File: src/design/rbp_pkg.sv
// ---------------------------------------------------------------------------
// rbp_pkg - range block partition shared definitions
// Request and response types, status codes and sequencer states.
// ---------------------------------------------------------------------------
package rbp_pkg;

	localparam int COORD_WIDTH = 32;
	localparam int COUNT_WIDTH = 16;

	localparam logic [1:0] STATUS_OK       = 2'd0;
	localparam logic [1:0] STATUS_TOO_MANY = 2'd1;
	localparam logic [1:0] STATUS_BAD      = 2'd2;

	typedef struct packed {
		logic signed [COORD_WIDTH-1:0] range_low;
		logic signed [COORD_WIDTH-1:0] range_high;
		logic [COUNT_WIDTH-1:0]        part_index;
		logic [COUNT_WIDTH-1:0]        part_count;
	} rbp_req_t;

	typedef struct packed {
		logic signed [COORD_WIDTH-1:0] part_low;
		logic signed [COORD_WIDTH-1:0] part_high;
		logic [1:0]                    status;
	} rbp_rsp_t;

	typedef enum logic [2:0] {
		ST_IDLE,
		ST_CHECK,
		ST_DIV,
		ST_FIX,
		ST_MUL,
		ST_SUM,
		ST_OUT
	} rbp_state_t;

endpackage

File: src/design/range_block_partition.sv
// ---------------------------------------------------------------------------
// range_block_partition - 1-D block partition of an inclusive range
// Splits a coordinate range into part_count near-equal parts and returns
// the sub-range of part_index, using one restoring divider and a multiplier.
// ---------------------------------------------------------------------------
// Sequence: CHECK, DIV, FIX, MUL, SUM, OUT, then the registered done strobe;
// an error ends at CHECK. A new request is taken only when idle; the bit-serial
// divider produces one quotient bit per cycle, COORD_WIDTH bits in all.
// Results are shown for one cycle on done; the receiver cannot stall.
// Reset clears the sequencer and the strobe; no clearing pass.
module range_block_partition (
	input  logic              clk,
	input  logic              arst_n,
	input  logic              start,
	output logic              busy,
	input  rbp_pkg::rbp_req_t req,
	output logic              done,
	output rbp_pkg::rbp_rsp_t rsp
);

	localparam int W     = rbp_pkg::COORD_WIDTH;
	localparam int CW    = rbp_pkg::COUNT_WIDTH;
	localparam int CNT_W = $clog2(W);
	localparam int CMP_W = W + CW;

	rbp_pkg::rbp_state_t state_q, state_d;
	rbp_pkg::rbp_req_t   req_q;
	rbp_pkg::rbp_rsp_t   rsp_q;
	logic                done_q;

	logic [W-1:0]     dq_q;
	logic [CW-1:0]    rem_q;
	logic [CNT_W-1:0] cnt_q;
	logic [W:0]       q_q;
	logic [CW-1:0]    first_q;
	logic [CW-1:0]    extra_q;
	logic [W:0]       size_q;
	logic [W-1:0]     prod_q;
	logic [W-1:0]     start_q;

	logic             accept;
	logic [W-1:0]     span;
	logic             bad;
	logic             too_many;
	logic [CW:0]      trial;
	logic             trial_ge;
	logic [CW:0]      rem_inc;
	logic             wrap;
	logic [CW-1:0]    rem_fix;
	logic [W+CW-1:0]  prod_full;

	always_comb begin
		state_d = state_q;
		unique case (state_q)
			rbp_pkg::ST_IDLE:  if (start) state_d = rbp_pkg::ST_CHECK;
			rbp_pkg::ST_CHECK: state_d = (bad || too_many) ? rbp_pkg::ST_IDLE : rbp_pkg::ST_DIV;
			rbp_pkg::ST_DIV:   if (cnt_q == '0) state_d = rbp_pkg::ST_FIX;
			rbp_pkg::ST_FIX:   state_d = rbp_pkg::ST_MUL;
			rbp_pkg::ST_MUL:   state_d = rbp_pkg::ST_SUM;
			rbp_pkg::ST_SUM:   state_d = rbp_pkg::ST_OUT;
			rbp_pkg::ST_OUT:   state_d = rbp_pkg::ST_IDLE;
			default:           state_d = rbp_pkg::ST_IDLE;
		endcase
	end

	always_comb begin
		busy   = (state_q != rbp_pkg::ST_IDLE);
		accept = start && !busy;
	end

	always_comb begin
		span     = req_q.range_high - req_q.range_low;
		bad      = (req_q.range_low > req_q.range_high) || (req_q.part_count == '0) ||
		           (req_q.part_index >= req_q.part_count);
		too_many = CMP_W'(span) < (CMP_W'(req_q.part_count) - CMP_W'(1));
		trial    = {rem_q, dq_q[W-1]};
		trial_ge = trial >= {1'b0, req_q.part_count};
		rem_inc  = {1'b0, rem_q} + (CW+1)'(1);
		wrap     = (rem_inc == {1'b0, req_q.part_count});
		rem_fix  = wrap ? '0 : rem_inc[CW-1:0];
		prod_full = W'(q_q[W-1:0]) * req_q.part_index;
	end

	always_ff @(posedge clk or negedge arst_n) begin
		if (!arst_n) begin
			state_q <= rbp_pkg::ST_IDLE;
			done_q  <= 1'b0;
		end else begin
			state_q <= state_d;
			done_q  <= ((state_q == rbp_pkg::ST_CHECK) && (bad || too_many)) ||
			           (state_q == rbp_pkg::ST_OUT);
		end
	end

	always_ff @(posedge clk) begin
		if (accept) begin
			req_q <= req;
		end
		case (state_q)
			rbp_pkg::ST_CHECK: begin
				dq_q  <= span;
				rem_q <= '0;
				cnt_q <= CNT_W'(W - 1);
				if (bad || too_many) begin
					rsp_q.part_low  <= '0;
					rsp_q.part_high <= '0;
					rsp_q.status    <= bad ? rbp_pkg::STATUS_BAD : rbp_pkg::STATUS_TOO_MANY;
				end
			end
			rbp_pkg::ST_DIV: begin
				rem_q <= trial_ge ? CW'(trial - {1'b0, req_q.part_count}) : trial[CW-1:0];
				dq_q  <= {dq_q[W-2:0], trial_ge};
				cnt_q <= cnt_q - CNT_W'(1);
			end
			rbp_pkg::ST_FIX: begin
				q_q     <= {1'b0, dq_q} + (W+1)'(wrap);
				first_q <= req_q.part_count - rem_fix;
			end
			rbp_pkg::ST_MUL: begin
				prod_q  <= prod_full[W-1:0];
				extra_q <= (req_q.part_index > first_q) ? (req_q.part_index - first_q) : '0;
				size_q  <= q_q + (W+1)'(req_q.part_index >= first_q);
			end
			rbp_pkg::ST_SUM: begin
				start_q <= req_q.range_low + prod_q + W'(extra_q);
			end
			rbp_pkg::ST_OUT: begin
				rsp_q.part_low  <= start_q;
				rsp_q.part_high <= start_q + size_q[W-1:0] - W'(1);
				rsp_q.status    <= rbp_pkg::STATUS_OK;
			end
			default: begin
			end
		endcase
	end

	assign done = done_q;
	assign rsp  = rsp_q;

endmodule
File: config.mk
export PLATFORM = sky130hd
export DESIGN_NAME = range_block_partition
export DESIGN_NICKNAME = d
export VERILOG_FILES = /design/src/design/rbp_pkg.sv /design/src/design/range_block_partition.sv
export SDC_FILE = /design/constraint.sdc
export NUM_CORES = 2
export LEC_CHECK = 0
export CORE_ASPECT_RATIO = 1.1
export CORE_MARGIN = 2
export CORE_UTILIZATION = 57
export DETAILED_ROUTE_END_ITERATION = 6
export DONT_BUFFER_PORTS = 1
export GPL_ROUTABILITY_DRIVEN = 0
export GPL_TIMING_DRIVEN = 0
export PLACE_DENSITY = 0.83
export SLEW_MARGIN = 20
export SYNTH_ARGS = -nofsm -noshare
export SYNTH_HDL_FRONTEND = slang
export SYNTH_SLANG_ARGS = --single-unit
File: constraint.sdc
create_clock -name clk -period 8.7 [get_ports clk]
set_input_delay 0.87 -clock clk [delete_from_list [all_inputs] [get_ports clk]]
set_output_delay 0.87 -clock clk [all_outputs]
set_load 0.02 [all_outputs]
==> metrics.txt <==
status finished, violations left; violated checks design-rule violations; Worst-path clk slew around 70 ps; CP Launch Point req_q[18]; Max-Slew Margin vs Limit 25.7%; Max clock buf depth 3; Total Routing Usage GR a little under a third; setup_tns 0 ps; clk sinks roughly 380; Final Hold Vio Count 0; hold buffers post-CTS 1; Worst Path Max Fanout 10; via count 26700; synth warn 0; vias in the first global route around 27000; FP Rows 95; fin. max-slew vios 0; CTS tree yes; Synth top area share 31.9%; clock root cell clkbuf_16; placed cell areas about 0.037 sq mm; R2R Path End prod_q[31]; final worst setup slack 539 ps; period utilization 93.8%; Initial DRC Count about 3000; share of cells above drive strength 1 3.92%; CTS Buf Count 43; Initial Util around 58%; Area growth syn-to-layout 7.57%; die width 241 microns; reg-to-reg critical path startpoint req_q[18]; Final Setup Violations 0; CP endpoint kind flip-flop; Least-Margin Pin Slew 1110 ps; Final Net Count around 4300; syn nets 4289; dpl hpwl 76.4 mm; Synth Cell Area around 0.035 sq mm; largest net degree at the start of global routing 58; Area contributors post-synth edfxtp_1, fa_1, ha_1; DRC Markers 1; Seq/Total Area, Yosys 32.2%; routed vias/inst around 6.0; gr ovfl total 0; WL final 98.3 mm; Worst R2R Setup Slack 540 ps; first-pass GRT wire length 150 mm; Setup CP Type flip-flop to flip-flop; Final Util around 62%; Distinct cells, synth 91; max cap viols 0; RSZ-0062 raised after global routing false; Skew-Pair Late Insertion Delay slightly below 600 ps; shortest period the worst path allows 8160 ps; Core Footprint 0.0612 sq mm; setup bufs post-CTS 0; startpoint types flip-flop; Synth Instances between 3000 and 4000; first drt pass iteration count 7; number of antenna violations at the first check in global routing 6; ys flop type edfxtp_1; clock skew 20.5 ps; I/O Pins 167; Post-synth top cells inv_1, nand2_1, edfxtp_1, fa_1, ha_1; cts repair resizes 0; syn avg cell area 9.92 sq um; Max Fclk around 120 MHz; CP required 9010 ps; full die area 0.0639 sq mm; most numerous cell in the Yosys netlist inv_1; Min-Delay Path Class input port to flip-flop; Synth area leader edfxtp_1; Synth Register Bits around 380; Detail Route Antenna Nets 0; routed len/inst between 20 and 25 microns; Post-synth EDFFs between 300 and 400; asr flop ratio synth ~1.1%; CP endpoint prod_q[31]; post-route design area 0.0380 sq mm; H-tree levels 2; pre-CTS setup slack 765 ps; worst-case reg-to-reg path depth 20; CP arrival around 8500 ps; port bufs 0; Die Ht roughly 270 microns
-- routing by layer --
metal / track usage [%] / part of all wire, % / routed length, microns
met3: 6.80 / 10 / 10300
met2: 50.3 / 46 / 45700
met5: 0 / 0.013 / 13
met4: 19.2 / 7.6 / 7470
met1: 38.2 / 35 / 34900
-- cell type report --
type | count | area (sq um)
Timing Repair Buffer | 11 | 233
Multi-Input combinational cell | 2478 | 21300
Sequential cell | 379 | 11400
Clock inverter | 23 | 216
Buffer | 119 | 478
Clock buffer | 56 | 1150
Fill cell | 4667 | 23200
Tap cell | 824 | 1030
Antenna cell | 4 | 10.0
Inverter | 583 | 2190
-- cell usage in the layout, fill, tap and decap left out, drive strengths merged, types with 10 or more instances in the layout --
cell type / n
inv: 585
nand2: 395
edfxtp: 375
fa: 326
ha: 305
nor2: 212
xnor2: 187
and2: 173
clkbuf: 158
a21oi: 136
o21ai: 83
a21o: 73
nand3: 68
xor2: 68
nor3: 49
nand4: 37
nor2b: 32
nand2b: 32
and3: 30
o21a: 30
buf: 27
or3: 20
a31oi: 19
o211ai: 16
clkinv: 14
o21bai: 13
a22o: 11
a211oi: 11
o31ai: 11
mux2: 10
nor4: 10
-- per-stage QoR --
stage	cells	hold slack [ps]
2_1_floorplan	3559	517
3_3_place_gp	4383	532
3_5_place_dp	4393	546
4_1_cts	4473	356
5_1_grt	4473	362
6_report	4477	369
-- logic make-up (layout without fill, tap and decap cells) --
group                    after synthesis  in the layout  synth area share [%]
other                                  0              4                     0
XOR/XNOR                             255            255                  6.33
multiplexers                          14             14                 0.432
AO/OA/AOI/OAI                        482            482                  9.20
flip-flops                           379            379                  32.2
buffers and inverters                702            792                  7.55
AND/OR/NAND/NOR                     1096           1096                  15.0
adder cells (fa/ha/maj)              631            631                  29.3
-- state kept, by name, summed over array words and instances (netlist names), 16 cells and up --
signal and cells:
dq_q 32, extra_q 16, first_q 16, prod_q 32, q_q 32, rem_q 16
req_q 96, rsp 66, size_q 32, start_q 32
-- how the worst min path moves through the flow --
stage	endpoint	cells after the start	from
2_1_floorplan	dq_q[1]	2	dq_q[0]
3_3_place_gp	dq_q[1]	2	dq_q[0]
3_5_place_dp	dq_q[1]	2	dq_q[0]
4_1_cts	req_q[66]	0	req[66]
5_1_grt	req_q[69]	0	req[69]
6_report	req_q[1]	0	req[1]
-- critical path: stages, from the launching register on --
cell       delay (ps)
edfxtp_1          620
clkbuf_1          580
clkbuf_1          630
nand2_1           160
fa_1              540
fa_1              540
fa_1              440
fa_1              500
inv_1              60
fa_1              540
inv_1              60
fa_1              490
inv_1              40
ha_1              350
a2111oi_0         560
a211oi_1          230
o41ai_1           550
a21oi_1           320
a211oi_2          320
a21oi_1           160
xnor2_1           180
Power is left out: the tool's default activity adds up to more than one toggle a clock period on the data nets, which glitch-free logic cannot reach.
